==> src/rtl/bfcd_pkg.sv <==
// Shared types, codes and defaults of the banked flash command decoder.
package bfcd_pkg;

    localparam int OFFSET_W = 19;
    localparam int ADDR_W   = 20;
    localparam int DATA_W   = 8;
    localparam int BANK_W   = 2;

    localparam int SECTOR_BYTES_DEF       = 4096;
    localparam int FLASH_ADDRESS_BITS_DEF = 20;

    localparam logic OP_WINDOW = 1'b0;
    localparam logic OP_BANK   = 1'b1;

    typedef enum logic [1:0] {
        ACT_PROGRAM = 2'd0,
        ACT_ERASE   = 2'd1,
        ACT_RESET   = 2'd2,
        ACT_BANK    = 2'd3
    } action_t;

    localparam logic [BANK_W-1:0] BANK_BOOT = 2'd0;
    localparam logic [BANK_W-1:0] BANK_SLOT = 2'd1;
    localparam logic [BANK_W-1:0] BANK_MAIN = 2'd2;
    localparam logic [BANK_W-1:0] BANK_ROM  = 2'd3;

    localparam logic [ADDR_W-1:0] BASE_BOOT = 20'h0C0000;
    localparam logic [ADDR_W-1:0] BASE_SLOT = 20'h080000;

    localparam logic [OFFSET_W-1:0] CMD_ADDR_A = 19'h05555;
    localparam logic [OFFSET_W-1:0] CMD_ADDR_B = 19'h02AAA;

    localparam logic [DATA_W-1:0] CMD_UNLOCK1 = 8'hAA;
    localparam logic [DATA_W-1:0] CMD_UNLOCK2 = 8'h55;
    localparam logic [DATA_W-1:0] CMD_PROGRAM = 8'hA0;
    localparam logic [DATA_W-1:0] CMD_ERASE   = 8'h80;
    localparam logic [DATA_W-1:0] CMD_SECTOR  = 8'h30;
    localparam logic [DATA_W-1:0] CMD_RESET   = 8'hF0;

    typedef struct packed {
        logic                operation;
        logic [OFFSET_W-1:0] window_offset;
        logic [DATA_W-1:0]   write_data;
    } cmd_t;

    typedef struct packed {
        logic [1:0]        action;
        logic [ADDR_W-1:0] flash_address;
        logic [DATA_W-1:0] program_data;
        logic              to_onboard_rom;
    } act_t;

    typedef struct packed {
        logic valid;
        act_t act;
    } res_t;

endpackage

==> src/rtl/bfcd_if.sv <==
// Valid/ready channel interfaces for bus writes and flash actions.
interface bfcd_cmd_if
    import bfcd_pkg::*;
();
    logic                valid;
    logic                ready;
    logic                operation;
    logic [OFFSET_W-1:0] window_offset;
    logic [DATA_W-1:0]   write_data;

    modport source (output valid, output operation, output window_offset,
                    output write_data, input ready);
    modport sink   (input valid, input operation, input window_offset,
                    input write_data, output ready);
endinterface

interface bfcd_act_if
    import bfcd_pkg::*;
();
    logic              valid;
    logic              ready;
    logic [1:0]        action;
    logic [ADDR_W-1:0] flash_address;
    logic [DATA_W-1:0] program_data;
    logic              to_onboard_rom;

    modport source (output valid, output action, output flash_address,
                    output program_data, output to_onboard_rom, input ready);
    modport sink   (input valid, input action, input flash_address,
                    input program_data, input to_onboard_rom, output ready);
endinterface

==> src/rtl/bfcd_seq_fsm.sv <==
// Unlock-command state machine, bank register and address translation.
module bfcd_seq_fsm
    import bfcd_pkg::*;
#(
    parameter int SECTOR_BYTES       = SECTOR_BYTES_DEF,
    parameter int FLASH_ADDRESS_BITS = FLASH_ADDRESS_BITS_DEF
) (
    input  logic clk,
    input  logic rst_n,
    input  logic fire,
    input  cmd_t cmd,
    output res_t res
);

    localparam int MASK_BITS =
        (FLASH_ADDRESS_BITS < ADDR_W) ? FLASH_ADDRESS_BITS : ADDR_W;
    localparam logic [ADDR_W-1:0] ADDR_MASK =
        ADDR_W'((64'd1 << MASK_BITS) - 64'd1);
    localparam logic [ADDR_W-1:0] SECTOR_MASK = ~ADDR_W'(SECTOR_BYTES - 1);

    typedef enum logic [6:0] {
        ST_IDLE          = 7'b0000001,
        ST_UNLOCK1       = 7'b0000010,
        ST_UNLOCK2       = 7'b0000100,
        ST_PROGRAM       = 7'b0001000,
        ST_ERASE_SETUP   = 7'b0010000,
        ST_ERASE_UNLOCK1 = 7'b0100000,
        ST_ERASE_UNLOCK2 = 7'b1000000
    } stage_t;

    stage_t              stage_reg, stage_next;
    logic [BANK_W-1:0]   bank_reg, bank_next;
    logic [BANK_W-1:0]   new_bank;
    logic [OFFSET_W-1:0] inbank;
    logic [ADDR_W-1:0]   phys;
    logic [ADDR_W-1:0]   new_base;
    logic                at_a, at_b;
    logic [DATA_W-1:0]   wdata;

    function automatic logic [ADDR_W-1:0] bank_base(input logic [BANK_W-1:0] bank);
        logic [ADDR_W-1:0] base;
        unique case (bank)
            BANK_BOOT: base = BASE_BOOT;
            BANK_SLOT: base = BASE_SLOT;
            default:   base = '0;
        endcase
        return base;
    endfunction

    assign wdata    = cmd.write_data;
    assign new_bank = wdata[BANK_W-1:0];
    assign inbank   = ((bank_reg == BANK_BOOT) || (bank_reg == BANK_SLOT))
                    ? {1'b0, cmd.window_offset[OFFSET_W-2:0]}
                    : cmd.window_offset;
    assign phys     = (bank_base(bank_reg) + {1'b0, inbank}) & ADDR_MASK;
    assign new_base = bank_base(new_bank) & ADDR_MASK;
    assign at_a     = (inbank == CMD_ADDR_A);
    assign at_b     = (inbank == CMD_ADDR_B);

    always_comb
    begin
        stage_next                 = stage_reg;
        bank_next                  = bank_reg;
        res                        = '0;
        res.act.flash_address      = phys;
        res.act.program_data       = wdata;
        res.act.to_onboard_rom     = (bank_reg == BANK_ROM);
        if (fire)
        begin
            if (cmd.operation == OP_BANK)
            begin
                bank_next                  = new_bank;
                res.valid                  = 1'b1;
                res.act.action             = ACT_BANK;
                res.act.flash_address      = new_base;
                res.act.program_data       = {{(DATA_W-BANK_W){1'b0}}, new_bank};
                res.act.to_onboard_rom     = (new_bank == BANK_ROM);
            end
            else if (stage_reg == ST_PROGRAM)
            begin
                stage_next     = ST_IDLE;
                res.valid      = 1'b1;
                res.act.action = ACT_PROGRAM;
            end
            else if (wdata == CMD_RESET)
            begin
                stage_next     = ST_IDLE;
                res.valid      = 1'b1;
                res.act.action = ACT_RESET;
            end
            else
            begin
                stage_next = ST_IDLE;
                unique case (stage_reg)
                    ST_IDLE:
                        if (at_a && wdata == CMD_UNLOCK1) stage_next = ST_UNLOCK1;
                    ST_UNLOCK1:
                        if (at_b && wdata == CMD_UNLOCK2) stage_next = ST_UNLOCK2;
                    ST_UNLOCK2:
                        if (at_a && wdata == CMD_PROGRAM)    stage_next = ST_PROGRAM;
                        else if (at_a && wdata == CMD_ERASE) stage_next = ST_ERASE_SETUP;
                    ST_ERASE_SETUP:
                        if (at_a && wdata == CMD_UNLOCK1) stage_next = ST_ERASE_UNLOCK1;
                    ST_ERASE_UNLOCK1:
                        if (at_b && wdata == CMD_UNLOCK2) stage_next = ST_ERASE_UNLOCK2;
                    ST_ERASE_UNLOCK2:
                        if (wdata == CMD_SECTOR)
                        begin
                            res.valid             = 1'b1;
                            res.act.action        = ACT_ERASE;
                            res.act.flash_address = phys & SECTOR_MASK;
                        end
                    default:
                        stage_next = ST_IDLE;
                endcase
            end
        end
    end

    always_ff @(posedge clk or negedge rst_n)
    begin
        if (!rst_n)
        begin
            stage_reg <= ST_IDLE;
            bank_reg  <= BANK_BOOT;
        end
        else
        begin
            stage_reg <= stage_next;
            bank_reg  <= bank_next;
        end
    end

    a_bank_keeps_stage: assert property (@(posedge clk) disable iff (!rst_n)
        fire && cmd.operation == OP_BANK |=> stage_reg == $past(stage_reg))
        else $error("bank write changed sequence stage");

    a_program_ends: assert property (@(posedge clk) disable iff (!rst_n)
        fire && cmd.operation == OP_WINDOW && stage_reg == ST_PROGRAM
        |=> stage_reg == ST_IDLE)
        else $error("program slot did not return to idle");

    a_erase_from_unlock: assert property (@(posedge clk) disable iff (!rst_n)
        res.valid && res.act.action == ACT_ERASE |-> stage_reg == ST_ERASE_UNLOCK2)
        else $error("erase issued outside the erase unlock stage");

    a_erase_aligned: assert property (@(posedge clk) disable iff (!rst_n)
        res.valid && res.act.action == ACT_ERASE
        |-> (res.act.flash_address & ~SECTOR_MASK) == '0)
        else $error("erase address not sector aligned");

    a_bank_only_on_write: assert property (@(posedge clk) disable iff (!rst_n)
        !(fire && cmd.operation == OP_BANK) |=> bank_reg == $past(bank_reg))
        else $error("bank changed without a bank write");

endmodule

==> src/rtl/banked_flash_command_decoder.sv <==
// Top level of the banked flash command decoder.
// The action is shown from the output register in the cycle after the input transfer.
// Throughput: one bus write per cycle; the single output register sets it and takes
// a new write only while it is empty or being drained in the same cycle.
// Reset: sequence stage to idle, bank to the bootloader bank, output register empty.
// SECTOR_BYTES must be a power of two.
module banked_flash_command_decoder
    import bfcd_pkg::*;
#(
    parameter int SECTOR_BYTES       = SECTOR_BYTES_DEF,
    parameter int FLASH_ADDRESS_BITS = FLASH_ADDRESS_BITS_DEF
) (
    input logic       clk,
    input logic       rst_n,
    bfcd_cmd_if.sink  cmd,
    bfcd_act_if.source act
);

    cmd_t cmd_word;
    res_t res;
    logic fire;
    logic out_valid_reg, out_valid_next;
    act_t out_reg;

    assign cmd.ready = !out_valid_reg || act.ready;
    assign fire      = cmd.valid && cmd.ready;

    assign cmd_word.operation     = cmd.operation;
    assign cmd_word.window_offset = cmd.window_offset;
    assign cmd_word.write_data    = cmd.write_data;

    bfcd_seq_fsm #(
        .SECTOR_BYTES       (SECTOR_BYTES),
        .FLASH_ADDRESS_BITS (FLASH_ADDRESS_BITS)
    ) u_seq_fsm (
        .clk   (clk),
        .rst_n (rst_n),
        .fire  (fire),
        .cmd   (cmd_word),
        .res   (res)
    );

    always_comb
    begin
        out_valid_next = out_valid_reg;
        if (act.ready)
        begin
            out_valid_next = 1'b0;
        end
        if (fire && res.valid)
        begin
            out_valid_next = 1'b1;
        end
    end

    always_ff @(posedge clk or negedge rst_n)
    begin
        if (!rst_n)
        begin
            out_valid_reg <= 1'b0;
        end
        else
        begin
            out_valid_reg <= out_valid_next;
        end
    end

    always_ff @(posedge clk)
    begin
        if (fire && res.valid)
        begin
            out_reg <= res.act;
        end
    end

    assign act.valid          = out_valid_reg;
    assign act.action         = out_reg.action;
    assign act.flash_address  = out_reg.flash_address;
    assign act.program_data   = out_reg.program_data;
    assign act.to_onboard_rom = out_reg.to_onboard_rom;

    a_no_overwrite: assert property (@(posedge clk) disable iff (!rst_n)
        out_valid_reg && !act.ready |-> !cmd.ready)
        else $error("input taken while a result is stalled");

    a_result_loaded: assert property (@(posedge clk) disable iff (!rst_n)
        fire && res.valid |=> out_valid_reg)
        else $error("result transfer lost");

    a_idle_drains: assert property (@(posedge clk) disable iff (!rst_n)
        !(fire && res.valid) && act.ready |=> !out_valid_reg)
        else $error("result repeated after transfer");

endmodule

==> src/flat_wrapper.sv <==
// flat-port wrapper written by rule: the top's interface ports become plain ports
module banked_flash_command_decoder_flat import bfcd_pkg::*;
#(
    parameter int SECTOR_BYTES       = SECTOR_BYTES_DEF,
    parameter int FLASH_ADDRESS_BITS = FLASH_ADDRESS_BITS_DEF
)
  (clk, rst_n, cmd_valid, cmd_operation, cmd_window_offset, cmd_write_data, cmd_ready, act_valid, act_action, act_flash_address, act_program_data, act_to_onboard_rom, act_ready);
  bfcd_cmd_if cmd_i ();
  bfcd_act_if act_i ();
  input logic clk;
  input logic rst_n;
  input wire logic [$bits(cmd_i.valid)-1:0] cmd_valid;
  input wire logic [$bits(cmd_i.operation)-1:0] cmd_operation;
  input wire logic [$bits(cmd_i.window_offset)-1:0] cmd_window_offset;
  input wire logic [$bits(cmd_i.write_data)-1:0] cmd_write_data;
  output wire logic [$bits(cmd_i.ready)-1:0] cmd_ready;
  output wire logic [$bits(act_i.valid)-1:0] act_valid;
  output wire logic [$bits(act_i.action)-1:0] act_action;
  output wire logic [$bits(act_i.flash_address)-1:0] act_flash_address;
  output wire logic [$bits(act_i.program_data)-1:0] act_program_data;
  output wire logic [$bits(act_i.to_onboard_rom)-1:0] act_to_onboard_rom;
  input wire logic [$bits(act_i.ready)-1:0] act_ready;
  assign cmd_i.valid = cmd_valid;
  assign cmd_i.operation = cmd_operation;
  assign cmd_i.window_offset = cmd_window_offset;
  assign cmd_i.write_data = cmd_write_data;
  assign cmd_ready = cmd_i.ready;
  assign act_valid = act_i.valid;
  assign act_action = act_i.action;
  assign act_flash_address = act_i.flash_address;
  assign act_program_data = act_i.program_data;
  assign act_to_onboard_rom = act_i.to_onboard_rom;
  assign act_i.ready = act_ready;
  banked_flash_command_decoder #(.SECTOR_BYTES(SECTOR_BYTES), .FLASH_ADDRESS_BITS(FLASH_ADDRESS_BITS)) u_core (.clk(clk), .rst_n(rst_n), .cmd(cmd_i), .act(act_i));
endmodule
==> config.mk <==
export PLATFORM = sky130hd
export DESIGN_NAME = banked_flash_command_decoder_flat
export DESIGN_NICKNAME = d
export VERILOG_FILES = /design/src/rtl/bfcd_pkg.sv /design/src/rtl/bfcd_if.sv /design/src/rtl/bfcd_seq_fsm.sv /design/src/rtl/banked_flash_command_decoder.sv /design/src/flat_wrapper.sv
export SDC_FILE = /design/constraint.sdc
export NUM_CORES = 1
export LEC_CHECK = 0
export ABC_AREA = 0
export BUFFER_PORTS_ARGS = -buffer_cell sky130_fd_sc_hd__buf_2
export CORE_MARGIN = 1.5
export CORE_UTILIZATION = 39
export CTS_BUF_LIST = sky130_fd_sc_hd__clkbuf_4
export DETAILED_ROUTE_END_ITERATION = 8
export GPL_TIMING_DRIVEN = 0
export PLACE_DENSITY = 0.71
export SLEW_MARGIN = 20
export SYNTH_ARGS = -nofsm -noshare
export SYNTH_HDL_FRONTEND = slang
export SYNTH_SLANG_ARGS = --single-unit
==> constraint.sdc <==
create_clock -name clk -period 2.25 [get_ports clk]
set_input_delay 0.1125 -clock clk [delete_from_list [all_inputs] [get_ports clk]]
set_output_delay 0.1125 -clock clk [all_outputs]
set_load 0.005 [all_outputs]
==> qor.txt, run 1 <==
status: finished, final reports clean
Slew HR: 67.2%
largest area contributor in the netlist: edfxtp_1
Iteration-0 DRC Markers: 116
clk slew on worst S/H paths: 0.13 ns
Post-Place Cell Area: 0.00246 mm²
Post-synth top cells: edfxtp_1 (31), nand2_1 (15), and2_1 (11)
leakage: 1.05 nW
sequential share of the synthesized area: 57.6%
Gate Count Post-Synth: 170
Worst EP required: 2.31 ns
max reg flops: 20
Layout Nets: 277
Synth top area share: 45.4%
CP max stage delay: 0.40 ns
vias in the first global route: 1467
# rows: 26
Core ar.: 0.00507 mm²
number of fill cells: 479
crit path from: u_core.u_seq_fsm.stage_reg[1]
pwr dens: 599 mW/mm²
via/cell ratio: 5.11
slowest cell on the critical path: dfrtp_1
Critical Path Fanout Max: 16
placed instance count: 304
Bufs and invs on worst path: 3
final hold violation count: 0
top cells by area, synth: edfxtp_1 (45%), dfrtp_1 (11%), nor2b_2 (3.8%)
design area: 0.00260 mm²
Mapped Area: 0.00205 mm²
Syn Nets: 202
worst min path class: in2reg
clock latency on the worst-skew pair: 0.35 ns
Post-Layout Cell Count: 316
final worst path period need: 2.05 ns
clock net sink count: 41
initial antenna violation count: 0
# IOs: 65
RSZ-0062 raised after global routing: false
global-route wire length before repair: 7030 µm
dpl ws: -0.0788 ns
share of cells above drive strength 1: 41.9%
Primary FF master, synth: edfxtp_1
GRT Residual Overflow: 0
overall routing resource usage: 16.8%
post-route setup slack: 0.205 ns
drt pass-1 iters: 4
post-layout util: 51.3%
die area: 0.00571 mm²
most common cell in the netlist: edfxtp_1
post-detail-place hpwl: 3370 µm
crit-path cells: buf_6 -> or2_1 -> nor4_2 -> a41oi_1 -> a21o_1 -> clkinvlp_4 -> buf_12
worst r2r src: u_core.u_seq_fsm.stage_reg[1]
DR WL/cell: 14.5 µm
Max Slew Vio Count: 0
CTS max path bufs: 2
Remaining DRCs: 0
final setup vio count: 0
max-cap viol count: 0
Seq cells post-synth: 41
Tcrit/Tclk final: 90.9%
H-tree levels: 2
Crit Path Category: reg2reg
Final Routed Wirelength: 4580 µm
Area Growth Syn to Fin: 26.8%
Hold Path Origin: cmd_write_data[5]
RD Place Congestion: 0.924
cts bufs inserted: 5
via count: 1616
Starting Density: 40.4%
Pwr Total: 1.56 mW
Fmax: 489 MHz
asr flop ratio synth: 24.4%
Syn Area/Cell: 12.1 µm²
hold slack: 0.0238 ns
CP top delay family: compound AO/OA/AOI/OAI gates
Clock Skew: 0.0167 ns
CTS tree: yes
antenna cell count: 0
Die Height: 75.5 µm
CP Capture Type: flop
EDFF count, synth: 31
largest net degree at the start of global routing: 17
CP Data Arrival Time: 2.11 ns
Yosys warnings: 0
Routed Antenna Nets: 0
Distinct cells, synth: 47
die width: 75.5 µm
TNS Setup: 0 ns
Critical Path Source Type: flop
maximum vdd drop: 301 µV
Root Driver: clkbuf_4
PortBufs: 64
worst-margin pin slew: 0.486 ns
-- final cells by class --
cell class              count  area [µm²]  share of cell area [%]
flip-flops and latches     41        1180                    45.5
multi-input cells         119         808                    31.1
repair buffers             67         370                    14.2
well taps                  70        87.6                    3.37
plain buffers               6        46.3                    1.78
clock buffers               6        45.0                    1.73
clock inverters             2        35.0                    1.35
inverters                   4        18.8                   0.722
repair inverters            1        7.51                   0.289
-- per-layer routing --
layer | share of wire (%) | track usage, %
met1 | 45 | 22.8
met2 | 48 | 27.4
met3 | 6.4 | 2.78
met4 | 0.98 | 5.95
met5 | 0 | 0
-- cell usage in the layout, fill, tap and decap left out, types with 2 or more instances in the layout --
cell type,n
buf_2,64
edfxtp_1,31
nand2_1,15
and2_1,11
nor2_1,9
nor2b_2,9
dfrtp_1,9
nand3_1,8
clkbuf_4,6
nor3_1,5
nand4_1,5
o21ai_1,4
nor2b_1,4
nor4bb_1,4
nand2b_1,3
mux2_2,3
nor4_2,3
a21oi_1,3
inv_1,2
buf_4,2
nor3b_1,2
buf_6,2
or2_1,2
o21ai_0,2
o31ai_1,2
and4b_1,2
clkinvlp_4,2
and3_1,2
nand4b_1,2
o41ai_1,2
xor2_1,2
buf_12,2
-- what timing repair did --
item,CTS,global route
buffers inserted,0,2
cloned,1,0
hold endpoints to repair,10,0
hold buffers,1,0
resized for setup,1,0
endpoints found under the setup margin,31,31
-- cells by family (layout without fill, tap and decap cells) --
group / after synthesis / in the layout / synth area share (%)
buf+inv: 10 / 86 / 2.99
flops: 41 / 41 / 57.6
xor+xnor: 2 / 2 / 0.854
mux: 3 / 3 / 1.65
compound gates: 20 / 20 / 7.38
simple gates: 94 / 94 / 29.5
-- path summary, 6_finish.rpt --
kind | end | slack [ns] | cells past startpoint
worst max-delay path | u_core.act.flash_address[2] | 0.20 | 7
worst min-delay path | u_core.u_seq_fsm.stage_reg[4] | 0.02 | 2
worst max register to register | u_core.act.flash_address[2] | 0.20 | 7
worst min register to register | u_core.u_seq_fsm.bank_reg[0] | 0.56 | 1
max in group asynchronous | u_core.u_seq_fsm.stage_reg[0] | 1.83 | 2
min in group asynchronous | u_core.u_seq_fsm.stage_reg[1] | 0.14 | 2
-- power breakdown --
part | switching, mW | internal, mW
clock | 0.234 | 0.245
combinational | 0.107 | 0.0938
sequential | 0.0153 | 0.863
Power figures use the tool's default switching activity.
==> run 2, diff against run 1 <==
Settings changed: PLACE_DENSITY 0.71 to 0.64.
==> qor.txt, run 2 (same netlist as run 1, synthesis figures left out) <==
status: finished, final reports clean (unchanged)
# IOs: 65 (unchanged)
Die Height: 75.5 µm (unchanged)
worst r2r src: u_core.u_seq_fsm.stage_reg[1] (unchanged)
pwr dens: 549 mW/mm² (was 599 mW/mm²)
worst reg2reg path endpoint: u_core.act.flash_address[8] (was u_core.act.flash_address[2])
worst reg2reg path depth: 7 (unchanged)
Fmax: 495 MHz (was 489 MHz)
DR WL/cell: 14.2 µm (was 14.5 µm)
via count: 1588 (was 1616)
Crit Path Category: reg2reg (unchanged)
dpl ws: -0.115 ns (was -0.0788 ns)
share of cells above drive strength 1: 40.9% (was 41.9%)
worst hold stages: 1 (was 2)
final setup vio count: 0 (unchanged)
vias in the first global route: 1484 (was 1467)
Clock Skew: 0.0105 ns (was 0.0167 ns)
CTS max path bufs: 2 (unchanged)
hold slack: 0.0308 ns (was 0.0238 ns)
Final Routed Wirelength: 4510 µm (was 4580 µm)
global-route wire length before repair: 7260 µm (was 7030 µm)
RSZ-0062 raised after global routing: false (unchanged)
GRT Residual Overflow: 0 (unchanged)
max reg flops: 20 (unchanged)
CTS tree: yes (unchanged)
Hold Path End: u_core.act.program_data[0] (was u_core.u_seq_fsm.stage_reg[4])
CP Data Arrival Time: 2.08 ns (was 2.11 ns)
Tcrit/Tclk final: 89.7% (was 90.9%)
clock latency on the worst-skew pair: 0.34 ns (was 0.35 ns)
die width: 75.5 µm (unchanged)
FF-to-FF setup slack: 0.23 ns (was 0.20 ns)
Iteration-0 DRC Markers: 82 (was 116)
Pwr Total: 1.42 mW (was 1.56 mW)
final worst path period need: 2.02 ns (was 2.05 ns)
post-route setup slack: 0.232 ns (was 0.205 ns)
die area: 0.00571 mm² (unchanged)
placed instance count: 304 (unchanged)
Routed Antenna Nets: 0 (unchanged)
most frequent cells in the layout: buf_2 (64), edfxtp_1 (31), nand2_1 (15) (unchanged)
antenna cell count: 0 (unchanged)
Post-Layout Cell Count: 317 (was 316)
leakage: 1.04 nW (was 1.05 nW)
largest net degree at the start of global routing: 17 (unchanged)
clock net sink count: 41 (unchanged)
Max Slew Vio Count: 0 (unchanged)
crit-path cells: buf_6 -> or2_1 -> nor4_2 -> a41oi_1 -> a21o_1 -> clkinvlp_4 -> buf_12 (unchanged)
PortBufs: 64 (unchanged)
post-detail-place hpwl: 3360 µm (was 3370 µm)
Area Growth Syn to Fin: 25.8% (was 26.8%)
maximum vdd drop: 174 µV (was 301 µV)
# rows: 26 (unchanged)
number of fill cells: 486 (was 479)
drt pass-1 iters: 6 (was 4)
max-cap viol count: 0 (unchanged)
RD Place Congestion: 0.865 (was 0.924)
Starting Density: 40.4% (unchanged)
via/cell ratio: 5.01 (was 5.11)
Critical Path Source Type: flop (unchanged)
FF/Latch Area: 0.00118 mm² (unchanged)
CP max stage delay: 0.39 ns (was 0.40 ns)
final hold violation count: 0 (unchanged)
Crit path depth: 7 (unchanged)
H-tree levels: 2 (unchanged)
most common cell after layout, fill and taps aside: buf_2 (unchanged)
Remaining DRCs: 0 (unchanged)
Core ar.: 0.00507 mm² (unchanged)
worst-margin pin slew: 0.494 ns (was 0.486 ns)
TNS Setup: 0 ns (unchanged)
Worst EP required: 2.31 ns (about the same)
Bufs and invs on worst path: 3 (unchanged)
cts bufs inserted: 5 (unchanged)
Root Driver: clkbuf_4 (unchanged)
Slew HR: 66.6% (was 67.2%)
CP Capture Type: flop (unchanged)
overall routing resource usage: 17.3% (was 16.8%)
initial antenna violation count: 0 (unchanged)
Multi-input gate area: 808 µm² (unchanged)
Hold Path Origin: cmd_write_data[0] (was cmd_write_data[5])
Critical Path Fanout Max: 16 (unchanged)
clk slew on worst S/H paths: 0.12 ns (was 0.13 ns)
Layout Nets: 278 (was 277)
slowest cell on the critical path: dfrtp_1 (unchanged)
worst min path class: in2reg (unchanged)
CP top delay family: compound AO/OA/AOI/OAI gates (unchanged)
run 2: changes by cell type in the layout (fill, tap and decap cells not counted):
cell and change:
dlygate4sd3_1 +1, clkbuf_4 -1, bufinv_16 -1, clkinv_1 +2
run 2: worst max path at each step:
stage                                   to                          start  slack [ns]
2_1_floorplan         u_core.act.action[0]  u_core.u_seq_fsm.stage_reg[0]        0.25
3_3_place_gp          u_core.act.action[0]  u_core.u_seq_fsm.stage_reg[0]       -0.09
3_5_place_dp          u_core.act.action[0]  u_core.u_seq_fsm.stage_reg[0]       -0.11
4_1_cts        u_core.act.flash_address[7]  u_core.u_seq_fsm.stage_reg[0]        0.07
5_1_grt         u_core.act.program_data[0]  u_core.u_seq_fsm.stage_reg[1]        0.12
6_report       u_core.act.flash_address[8]  u_core.u_seq_fsm.stage_reg[1]        0.23
run 2: routing by layer:
layer,global-route usage [%],wire (µm)
met2,28.8,2180
met5,0,0
met4,5.56,67
met1,21.7,1960
met3,4.89,297
run 2: layout make-up:
class | instances | share of cell area (%)
Timing Repair Buffer | 68 | 14.7
Timing Repair inverter | 1 | 0.291
Multi-Input combinational cell | 119 | 31.3
Inverter | 4 | 0.727
Tap cell | 70 | 3.39
Clock inverter | 3 | 0.485
Clock buffer | 5 | 1.45
Buffer | 6 | 1.79
Sequential cell | 41 | 45.8
run 2: stage by stage:
| stage | cell area, µm² | utilization [%] |
|---|---|---|
| after floorplan | 2060 | - |
| after global placement | 2460 | 48.5 |
| after detailed placement | 2460 | 48.5 |
| after CTS | 2540 | 50.1 |
| after global routing | 2580 | 50.9 |
| final | 2580 | 50.9 |
run 2: power breakdown:
group	switching [mW]	internal, mW	total, mW
clock network	0.228	0.113	0.341
registers	0.0132	0.863	0.876
logic	0.106	0.0950	0.201
total	0.347	1.07	1.42
run 2: repair_timing:
action | 4_1_cts | 5_1_grt
endpoints found under the hold margin | 11 | 0
gates resized for setup | 1 | 0
buffers inserted | 0 | 2
gates cloned | 1 | 0
hold buffers | 2 | 0
endpoints found under the setup margin | 31 | 31
